### src/sv/c2d_pkg.sv
// c2d_pkg: shared types and constants of the convolution engine
// no dependencies
`default_nettype none
package c2d_pkg;
  localparam int unsigned NUM_REGS = 7;

  typedef enum logic [1:0] {
    OP_LOAD_SAMPLE = 2'd0,
    OP_LOAD_WEIGHT = 2'd1,
    OP_LOAD_BIAS   = 2'd2,
    OP_COMPUTE     = 2'd3
  } opcode_t;

  localparam logic [2:0] REG_IN_HEIGHT    = 3'd0;
  localparam logic [2:0] REG_IN_WIDTH     = 3'd1;
  localparam logic [2:0] REG_IN_CHANNELS  = 3'd2;
  localparam logic [2:0] REG_OUT_CHANNELS = 3'd3;
  localparam logic [2:0] REG_KERNEL_SIDE  = 3'd4;
  localparam logic [2:0] REG_STRIDE       = 3'd5;
  localparam logic [2:0] REG_PADDING      = 3'd6;

  typedef struct packed {
    logic [1:0]         opcode;
    logic [2:0]         out_channel;
    logic [2:0]         in_channel;
    logic [4:0]         row;
    logic [4:0]         col;
    logic signed [31:0] value;
  } in_item_t;

  typedef struct packed {
    logic signed [31:0] conv_value;
    logic               status;
  } out_item_t;

  typedef enum logic [1:0] {
    ST_IDLE,
    ST_RUN,
    ST_DRAIN,
    ST_DONE
  } back_state_t;
endpackage
`default_nettype wire

### src/sv/c2d_queue.sv
// c2d_queue: small fifo of input items between front and back
// depends on c2d_pkg
`default_nettype none
module c2d_queue (
  input  wire                 clk,
  input  wire                 rst_n,
  input  wire                 push,
  input  c2d_pkg::in_item_t   push_item,
  input  wire                 pop,
  output c2d_pkg::in_item_t   head_item,
  output logic                not_empty,
  output logic                full
);
  import c2d_pkg::*;
  in_item_t    mem_r [2];
  logic        wp_r, rp_r;
  logic [1:0]  cnt_r;

  assign not_empty = cnt_r != 2'd0;
  assign full = cnt_r == 2'd2;
  assign head_item = mem_r[rp_r];

  always_ff @(posedge clk) begin
    if (push) mem_r[wp_r] <= push_item;
  end

  always_ff @(posedge clk) begin
    if (!rst_n) begin
      wp_r <= 1'b0;
      rp_r <= 1'b0;
      cnt_r <= 2'd0;
    end else begin
      if (push) wp_r <= ~wp_r;
      if (pop) rp_r <= ~rp_r;
      cnt_r <= cnt_r + {1'b0, push} - {1'b0, pop};
    end
  end

  a_no_overflow: assert property (@(posedge clk) disable iff (!rst_n) full |-> !push || pop)
    else $error("queue overflow");
  a_no_underflow: assert property (@(posedge clk) disable iff (!rst_n) pop |-> not_empty)
    else $error("queue underflow");
  a_count_range: assert property (@(posedge clk) disable iff (!rst_n) cnt_r != 2'd3)
    else $error("queue count out of range");
endmodule
`default_nettype wire

### config.mk
export PLATFORM = sky130hd
export DESIGN_NAME = c2d_queue
export DESIGN_NICKNAME = d
export VERILOG_FILES = /design/src/sv/c2d_pkg.sv /design/src/sv/c2d_queue.sv
export SDC_FILE = /design/constraint.sdc
export NUM_CORES = 1
export LEC_CHECK = 0
export BUFFER_PORTS_ARGS = -buffer_cell sky130_fd_sc_hd__buf_2
export CORE_MARGIN = 4
export CORE_UTILIZATION = 37
export DETAILED_ROUTE_END_ITERATION = 12
export HOLD_SLACK_MARGIN = 0.05
export SKIP_LAST_GASP = 1
export SYNTH_ARGS = -nofsm -noshare
export SYNTH_HDL_FRONTEND = slang
export SYNTH_SLANG_ARGS = --single-unit
### constraint.sdc
create_clock -name clk -period 7.57 [get_ports clk]
set_input_delay 2.271 -clock clk [delete_from_list [all_inputs] [get_ports clk]]
set_output_delay 2.271 -clock clk [all_outputs]
set_load 0.005 [all_outputs]
Yosys cells after proc, flatten, opt, wreduce, memory -nomap -nowiden. Memories as Yosys holds them, arrays and structs flattened. A register that Yosys moved wholly into a read port is not among the register bits. Cells that the tools add are included.

Flip-flop bits (word level): 4. Latch bits: 0. Bits in writable memories: 100. Memory bits (read-only): 0. Input bits: 54. Output and inout port bits: 52. Word-level logic and storage cells: 14. Memories: 1.

Memory list: mem_r (words 2, bits a word 50, rd ports 1, clocked after Yosys merged registers in 1, wr ports 1, line c2d_queue.sv:15) `in_item_t mem_r [2];`.

$add $sub $neg: 2. Multiply operators: 0. Divide/modulo/power cells: 0. $lt $le $gt $ge: 0. Equality and inequality tests: 1. Shift operators: 0. Mux-type cells: 4. Bitwise operators: 2. Reductions and logical operators: 1.

Operators with widths (number): 1-bit two-way mux (4); 2-bit by 1-bit adder with 2-bit output (1); 2-bit equality test, second input constant (1); 1-bit inverter (2); 2-bit nonzero test (1); 2-bit by 1-bit subtractor with 2-bit output (1).

Longest topological paths before layout. Gate-level depths: netlist of run 1.

Depth after elaboration: 3. Depth in mapped cells: 6. Mapped depth without buffers: 6.

Worst setup path before layout of run 1. No wires, ideal clock.

Path kind: input port to flip-flop. From: in push. To: mem mem_r[0][0] (netlist name) (enable). Library setup time: 465 ps. Arrival: 4518 ps. Data required time: 7105 ps. Path slack: 2587 ps. Cell stages on the path: 1. Buffers on the path: 0. Path through: nor2b_1.

Cells in the longest elaborated chain, start to end: 2.

Ends and longest elaborated chain: start: declaration (line c2d_queue.sv:7) `input wire push,`; 1-bit two-way mux (line c2d_queue.sv:24) `if (push) mem_r[wp_r] <= push_item;`; 1-bit two-way mux (not written as such) (line c2d_queue.sv:24); end: declaration (line c2d_queue.sv:15).

Every way passes these cells.

==> flow_summary.ini, run 1 <==
[power]
p_int_w = 0.0009383
seq_power_share = 0.591
max-vdd-ir-drop_mv = 0.09269
powerDensity_nw_per_um2 = 239.1
p_sw_w = 0.0002357
power_frac_comb = 0.112
switching_share = 0.2008
p_leak_nw = 1.955
p_total_w = 0.001174
clock_power_share = 0.297

[clock_tree]
clkSinkCount = 105
path_clk_slew_ns = 0.08
cts.repair.resized = 0
htreeDepth = 3
cts_max_path_buffers = 2
clk_latency_ns = 0.35
cts_tree = built
hold_buffers = 0
cts_buffers = 9
ctsRootBufferMaster = clkbuf_8
cts_setup_buffers = 0

[logic_synthesis]
syn_inst = 177
synth_edf_count = 100
synthAdderAreaFrac = 0.006114
synth_cell_types = 13
synthXorXnorAreaFrac = 0.007643
async_reset_ff_frac = 0
yosysSeqAreaShare = 0.7582
synth_compound_area_frac = 0.001834
synth_top_area_cell = edfxtp_1
yosys.area.top_type_share = 0.7337
yosysMostFrequentCell = edfxtp_1
yosys-top-cells-count = edfxtp_1 (100), mux2_4 (50), buf_12 (5), dfxtp_1 (5)
synth_top_family_by_area = multiplexers
yosys.area_share.simple = 0.01376
synth_fp_nets = 233
yosys_warnings = 0
netlist_area_um2 = 4093
avgSynthCellArea_um2 = 23.12
yosys_most_used_dff = edfxtp_1
synth_mux_area_frac = 0.1834
ys_top_cells_by_area = edfxtp_1 (73%), mux2_4 (18%), buf_12 (2.4%)
ys_ff_latch = 105

[setup_path]
required_ns = 5.30
r2r-start = wp_r$_SDFFE_PN0P_
endpoint_kind = output port
cp_data_arrival_time_ns = 1.88
crit_fanout = 50
critPathLaunchType = flip-flop
crit_type = reg -> out

[worst_hold_path]
min_path_type = reg -> reg
worstHoldStart = rp_r$_SDFFE_PN0P_

[grt]
antenna_found_initial = 0
grt_pass1_wl_um = 9798
grt_pass1_vias = 1940
grt_max_degree = 51
overflow = 0
groute.usage.overall = 0.1018

[cells_and_area]
fin_nets = 345
drive_gt1_frac = 0.5904
num_antenna_cells = 0
syn_to_final_growth_pct = 19.96
fillerInstances = 960
multi_input_area_um2 = 879.6
ff_latch_area_um2 = 3107

[placed_design]
gp_congestion = 0.6836
port_buffers = 105
dp_hpwl_um = 4264

[timing]
hold_violations = 0
hold_ws_ns = 0.5855
tightestPinTransition_ns = 0.9872
max_freq_ghz = 0.2409
finalCritPeriodShare = 0.5484
skew_ns = 0.004764
rsz0062_at_grt = no
setup_tns_ns = 0
finalMaxSlewViolations = 0
fin_crit_ns = 4.152
slew_headroom = 0.3419
setup_violations = 0

[route]
routedWlPerCell_um = 14.83
ant_nets = 0
dr.pass1.iters = 4
drt_iter0_drc = 50
routed-via-count = 1892
drc = 0
wl_um = 6422
vias_per_cell = 4.370

[die]
die_x_um = 113.2
ios = 106
rows = 38
die_y_um = 113.2
core-area_um2 = 10840
initial_core_util = 0.3775
dieArea_um2 = 12810

[job]
drv_cap = 0

[status]
outcome = finished, final reports clean
==> cell usage in the layout (no fill, tap or decap) <==
cell type,Yosys,layout
buf_2,0,105
edfxtp_1,100,100
mux2_4,50,50
clkbuf_8,0,9
dfxtp_1,5,4
nor2b_1,4,3
and2_1,4,3
inv_1,2,2
ha_1,2,2
bufinv_16,0,2
clkbuf_1,0,2
buf_4,0,2
and2_2,0,1
xor2_1,1,1
or2_2,1,1
nor2b_4,0,1
o21a_1,1,1
xnor3_1,1,1
dfxtp_4,0,1
clkinv_1,0,1
clkinv_2,0,1
==> sequential cells by signal, summed over array words and instances, names as in the netlist, named ones only <==
register / flops
rp_r: 1
cnt_r: 2
mem_r: 100
wp_r: 1
==> logic make-up (layout without fill, tap and decap cells) <==
| logic type | after synthesis | after routing |
|---|---|---|
| DFF | 105 | 105 |
| muxes | 50 | 50 |
| and+or+nand+nor | 9 | 9 |
| buffers and inverters | 8 | 124 |
| AOI/OAI and AO/OA | 1 | 1 |
| adders and majority gates | 2 | 2 |
| xor gates and xnor gates | 2 | 2 |
==> cell type report <==
cell class / count / area share
Clock inverter: 4 / 0.01402
Inverter: 2 / 0.001529
Multi-Input combinational cell: 64 / 0.1792
Tap cell: 140 / 0.03568
Sequential cell: 105 / 0.6328
Clock buffer: 11 / 0.02676
Timing Repair Buffer: 107 / 0.1101
==> power by group through the flow <==
stage / clock network, W / logic (W) / registers, W
after floorplan: 0 / 0.000100 / 0.000692
after global placement: 0 / 0.000133 / 0.000707
after detailed placement: 0 / 0.000135 / 0.000708
after global routing: 0.000391 / 0.000144 / 0.000698
final: 0.000349 / 0.000131 / 0.000694
after CTS: 0.000367 / 0.000135 / 0.000695
==> final timing paths <==
path                            cells after the start  slack [ns]                     end
worst max-delay path                                2        3.42            head_item[6]
worst min-delay path                                2        0.59               flip-flop
worst max register to register                      2        5.72  mem_r[1][14]$_DFFE_PP_
worst min register to register                      2        0.59               flip-flop
==> through the flow <==
step           instance area [µm²]  worst slack (ns)  utilization  cells
2_1_floorplan                 4093             2.587            -    177
3_3_place_gp                  4710             3.717       0.4344    418
3_5_place_dp                  4710             3.662       0.4344    418
4_1_cts                       4910             3.363       0.4529    433
5_1_grt                       4910             3.322       0.4529    433
6_report                      4910             3.418       0.4529    433
==> worst max-delay path: stages (launching register included) <==
cell     delay [ns]
dfxtp_4        0.98
mux2_4         0.36
buf_2          0.13
==> metal layers <==
layer / global-route usage / routed length [µm] / vias up
met3: 0.03743 / 536 / 5
met1: 0.1271 / 2779 / 911
met4: 0.04087 / 70 / 0
met5: 0 / 0 / -
li1: - / - / 907
met2: 0.1611 / 3034 / 69
Note: power is estimated with default switching activity, not from simulation.
==> run 2, diff against run 1 <==
==> constraint.sdc (replaced) <==
create_clock -name clk -period 4 [get_ports clk]
set_input_delay 1.2 -clock clk [delete_from_list [all_inputs] [get_ports clk]]
set_output_delay 1.2 -clock clk [all_outputs]
set_load 0.005 [all_outputs]
==> run 2 against run 1 <==
Against the previous run:
- highest routed layer unchanged
- final cell count up 0.46%
- critical path type unchanged
- wire length up 0.95%
- sequential power up 89%
- largest power group unchanged
==> flow_summary.ini, run 2 (synthesized netlist as in run 1, its figures left out) <==
[status]
outcome = finished, final reports clean

[timing]
max_freq_ghz = 0.3259
hold_violations = 0
setup_tns_ns = 0
fin_crit_ns = 3.068
rsz0062_at_grt = no
hold_ws_ns = 0.5762
finalCritPeriodShare = 0.7671
finalMaxSlewViolations = 0
slew_headroom = 0.3649
skew_ns = 0.008202
setup_violations = 0
tightestPinTransition_ns = 0.9526

[power]
p_leak_nw = 1.961
max-vdd-ir-drop_mv = 0.2084
p_int_w = 0.001725
seq_power_share = 0.593
power_frac_comb = 0.112
switching_share = 0.2199
p_sw_w = 0.0004864
powerDensity_nw_per_um2 = 449.8
clock_power_share = 0.295

[die]
rows = 38
ios = 106
die_y_um = 113.2
die_x_um = 113.2
core-area_um2 = 10840
dieArea_um2 = 12810
initial_core_util = 0.3775

[clock_tree]
hold_buffers = 0
cts_max_path_buffers = 2
cts_setup_buffers = 0
clk_latency_ns = 0.35
cts_tree = built
cts.repair.resized = 0
cts_buffers = 9
path_clk_slew_ns = 0.10
htreeDepth = 3
clkSinkCount = 105
ctsRootBufferMaster = clkbuf_8

[cells_and_area]
top_register = mem_r
largest_reg_flops = 100
final_util = 0.4536
layout_common_cells = buf_2 (105), edfxtp_1 (100), mux2_4 (50)
reg_top3 = mem_r: 100 flops, cnt_r: 2 flops
ff_latch_area_um2 = 3107
multi_input_area_um2 = 879.6
final_common_cell = buf_2
syn_to_final_growth_pct = 20.15
drive_gt1_frac = 0.6034
num_antenna_cells = 0
fillerInstances = 969
fin_nets = 346

[setup_path]
reg2reg_depth = 2
endpoint_kind = output port
crit_type = reg -> out
required_ns = 2.80
rr_endpoint = mem_r[1][3]$_DFFE_PP_
r2r-start = wp_r$_SDFFE_PN0P_
crit_fanout = 50
critPathLaunchType = flip-flop
reg2reg_slack_ns = 2.28
cp_data_arrival_time_ns = 1.87

[worst_hold_path]
hold_depth = 2
worstHoldStart = rp_r$_SDFFE_PN0P_
min_path_type = reg -> reg

[route]
routedWlPerCell_um = 14.90
dr.pass1.iters = 4
routed-via-count = 1889
drt_iter0_drc = 45
drc = 0
vias_per_cell = 4.343
ant_nets = 0
wl_um = 6483

[grt]
groute.usage.overall = 0.1022
grt_pass1_vias = 1987
met3_usage = 0.03476
grt_pass1_wl_um = 9887
grt_max_degree = 52
grtUsageMet1 = 0.1257
antenna_found_initial = 0
overflow = 0
top_usage_layer = met2
met2_usage = 0.1647

[placed_design]
gp_congestion = 0.6535
port_buffers = 105
dp_hpwl_um = 4295

[job]
drv_cap = 0
## run 2: critical path, cell delays in order (launching register included)
cell and delay (ns):
dfxtp_4 0.99, mux2_4 0.36, buf_2 0.13
## run 2: layout make-up
class / count / share of cell area
clock buffers: 9 / 0.02519
clock inverters: 7 / 0.01552
inverters: 2 / 0.001527
multi-input cells: 64 / 0.1789
flip-flops and latches: 105 / 0.6318
well taps: 140 / 0.03562
repair buffers: 108 / 0.1115
## run 2: per-layer routing
layer | vias up | share of wire | wire length [µm]
li1 | 907 | - | -
met1 | 907 | 0.42 | 2744
met2 | 71 | 0.50 | 3230
met3 | 4 | 0.073 | 476
met4 | 0 | 0.0048 | 31
met5 | - | 0 | 0
## run 2: power by group through the flow
stage | sequential, W | clock, W | combinational [W]
floorplan | 0.00131 | 0 | 0.000190
global placement | 0.00134 | 0 | 0.000252
detailed placement | 0.00134 | 0 | 0.000255
CTS | 0.00132 | 0.000684 | 0.000255
global route | 0.00132 | 0.000725 | 0.000273
finish | 0.00131 | 0.000651 | 0.000248
## run 2: worst max-delay path by stage
| stage | end | slack [ns] | cells past startpoint | startpoint |
|---|---|---|---|---|
| after detailed placement | head_item[26] | 1.28 | 2 | flip-flop |
| after global routing | head_item[26] | 0.79 | 2 | flip-flop |
| after floorplan | mem_r[0][0]$_DFFE_PP_ | 0.09 | 1 | push |
| after CTS | head_item[26] | 0.86 | 2 | flip-flop |
| final | head_item[28] | 0.93 | 2 | flip-flop |
| after global placement | head_item[26] | 1.28 | 2 | flip-flop |
## run 2: through the flow
step,total power [W],cell area [µm²],cells,setup slack [ns]
detailed placement,0.001595,4717,419,1.284
global route,0.002320,4917,435,0.7931
global placement,0.001589,4717,419,1.276
CTS,0.002255,4917,435,0.8604
finish,0.002212,4917,435,0.9316
floorplan,0.001499,4093,177,0.08785
==> run 3, diff against run 2 <==
==> constraint.sdc (replaced) <==
create_clock -name clk -period 3 [get_ports clk]
set_input_delay 0.9 -clock clk [delete_from_list [all_inputs] [get_ports clk]]
set_output_delay 0.9 -clock clk [all_outputs]
set_load 0.005 [all_outputs]
==> run 3 against run 2 <==
Against the previous run:
- register-to-register slack worse by 0.78 ns
- sequential power is 32% higher
- cell area is 0.79% higher
- clock skew is 0.0017 ns lower
- flip-flop and latch count stayed put
- largest power group unchanged
- clock power is 30% higher
- highest routed layer is now met5
- final cell count is 0.23% higher
==> flow_summary.ini, run 3 (synthesized netlist as in run 1, its figures left out) <==
[status]
outcome = finished, final reports clean

[cells_and_area]
fin_nets = 347
num_antenna_cells = 0
syn_to_final_growth_pct = 21.09
drive_gt1_frac = 0.5980
layout_common_cells = buf_2 (105), edfxtp_1 (100), mux2_4 (50)
final_util = 0.4572
final_area_um2 = 4956
reg_top3 = mem_r: 100 flops, cnt_r: 2 flops
largest_reg_flops = 100
top_register = mem_r
final_common_cell = buf_2

[clock_tree]
path_clk_slew_ns = 0.09
cts_buffers = 9
hold_buffers = 0
cts_setup_buffers = 0
clkSinkCount = 105
clk_latency_ns = 0.36
cts.repair.resized = 0
ctsRootBufferMaster = clkbuf_8
htreeDepth = 3
cts_tree = built
cts_max_path_buffers = 2

[placed_design]
place_ws_ns = 0.7818
placed_area_um2 = 4762
gp_congestion = 0.6204
dp_hpwl_um = 4667
port_buffers = 105

[die]
core-area_um2 = 10840
dieArea_um2 = 12810
die_x_um = 113.2
initial_core_util = 0.3775
die_y_um = 113.2
ios = 106
rows = 38

[grt]
grt_pass1_wl_um = 10410
grt_pass1_vias = 2134
grt_max_degree = 37
antenna_found_initial = 1
overflow = 0
groute.usage.overall = 0.1091

[timing]
rsz0062_at_grt = no
setup_tns_ns = 0
max_freq_ghz = 0.3874
fin_ws_ns = 0.4188
finalCritPeriodShare = 0.8604
finalMaxSlewViolations = 0
setup_violations = 0
hold_violations = 0
fin_crit_ns = 2.581
tightestPinTransition_ns = 0.5358
slew_headroom = 0.6420
skew_ns = 0.006501

[setup_path]
endpoint_kind = output port
crit_fanout = 18
required_ns = 2.10
crit_type = reg -> out
cp_data_arrival_time_ns = 1.68
critPathLaunchType = flip-flop

[route]
dr_wl_met2_um = 3430
routed-via-count = 1931
routedWlPerCell_um = 15.46
vias_per_cell = 4.429
maxUsedRoutingLayer = met5
drt_iter0_drc = 50
dr_wl_met3_um = 490
drc = 0
wl_met1_um = 2707
ant_nets = 0
wl_um = 6742
dr.pass1.iters = 4

[power]
p_int_w = 0.002296
switching_share = 0.2186
power_frac_comb = 0.123
clock_power_share = 0.289
p_leak_nw = 1.966
powerDensity_nw_per_um2 = 592.9
p_sw_w = 0.0006423
max-vdd-ir-drop_mv = 0.2605
seq_power_share = 0.588

[worst_hold_path]
min_path_type = reg -> reg

[job]
drv_cap = 0
==> run 3: per-layer routing <==
layer,global-route usage,up-vias
met5,0,-
li1,-,913
met4,0.04567,2
met2,0.1840,62
met3,0.04332,13
met1,0.1232,941
==> run 3: worst paths after layout <==
kind / startpoint / endpoint / slack (ns) / cells past startpoint
worst max register to register: wp_r$_SDFFE_PN0P_ / mem_r[1][27]$_DFFE_PP_ / 1.50 / 2
worst max-delay path: flip-flop / head_item[32] / 0.42 / 3
worst min register to register: rp_r$_SDFFE_PN0P_ / flip-flop / 0.60 / 2
worst min-delay path: rp_r$_SDFFE_PN0P_ / flip-flop / 0.60 / 2
==> run 3: final cells by class <==
type                       count  area [µm²]
clock buffer                   9       123.9
clock inverter                 7       70.07
fill                         985        5884
inverter                       2       7.507
multi-input combinational     64       879.6
sequential                   105        3107
tap                          140       175.2
timing repair buffer         109       593.1
==> run 3: through the flow <==
| step | total power, W | cells | hold WS [ns] |
|---|---|---|---|
| 6_report | 0.002938 | 436 | 0.5957 |
| 5_1_grt | 0.003095 | 436 | 0.6382 |
| 4_1_cts | 0.002985 | 436 | 0.5960 |
| 3_5_place_dp | 0.002136 | 420 | 0.5731 |
| 3_3_place_gp | 0.002127 | 420 | 0.5580 |
| 2_1_floorplan | 0.001997 | 177 | 0.5546 |
==> run 3: worst max-delay path, cell delays in order, from the launching register on <==
cell and delay, ns:
dfxtp_4 0.59, buf_4 0.30, mux2_4 0.31, buf_2 0.12
==> run 3: power groups by stage <==
stage | combinational, W | clock [W] | sequential, W
after floorplan | 0.000253 | 0 | 0.00174
after global placement | 0.000368 | 0 | 0.00176
after detailed placement | 0.000373 | 0 | 0.00176
after CTS | 0.000374 | 0.000881 | 0.00173
after global routing | 0.000399 | 0.000960 | 0.00174
final | 0.000362 | 0.000849 | 0.00173
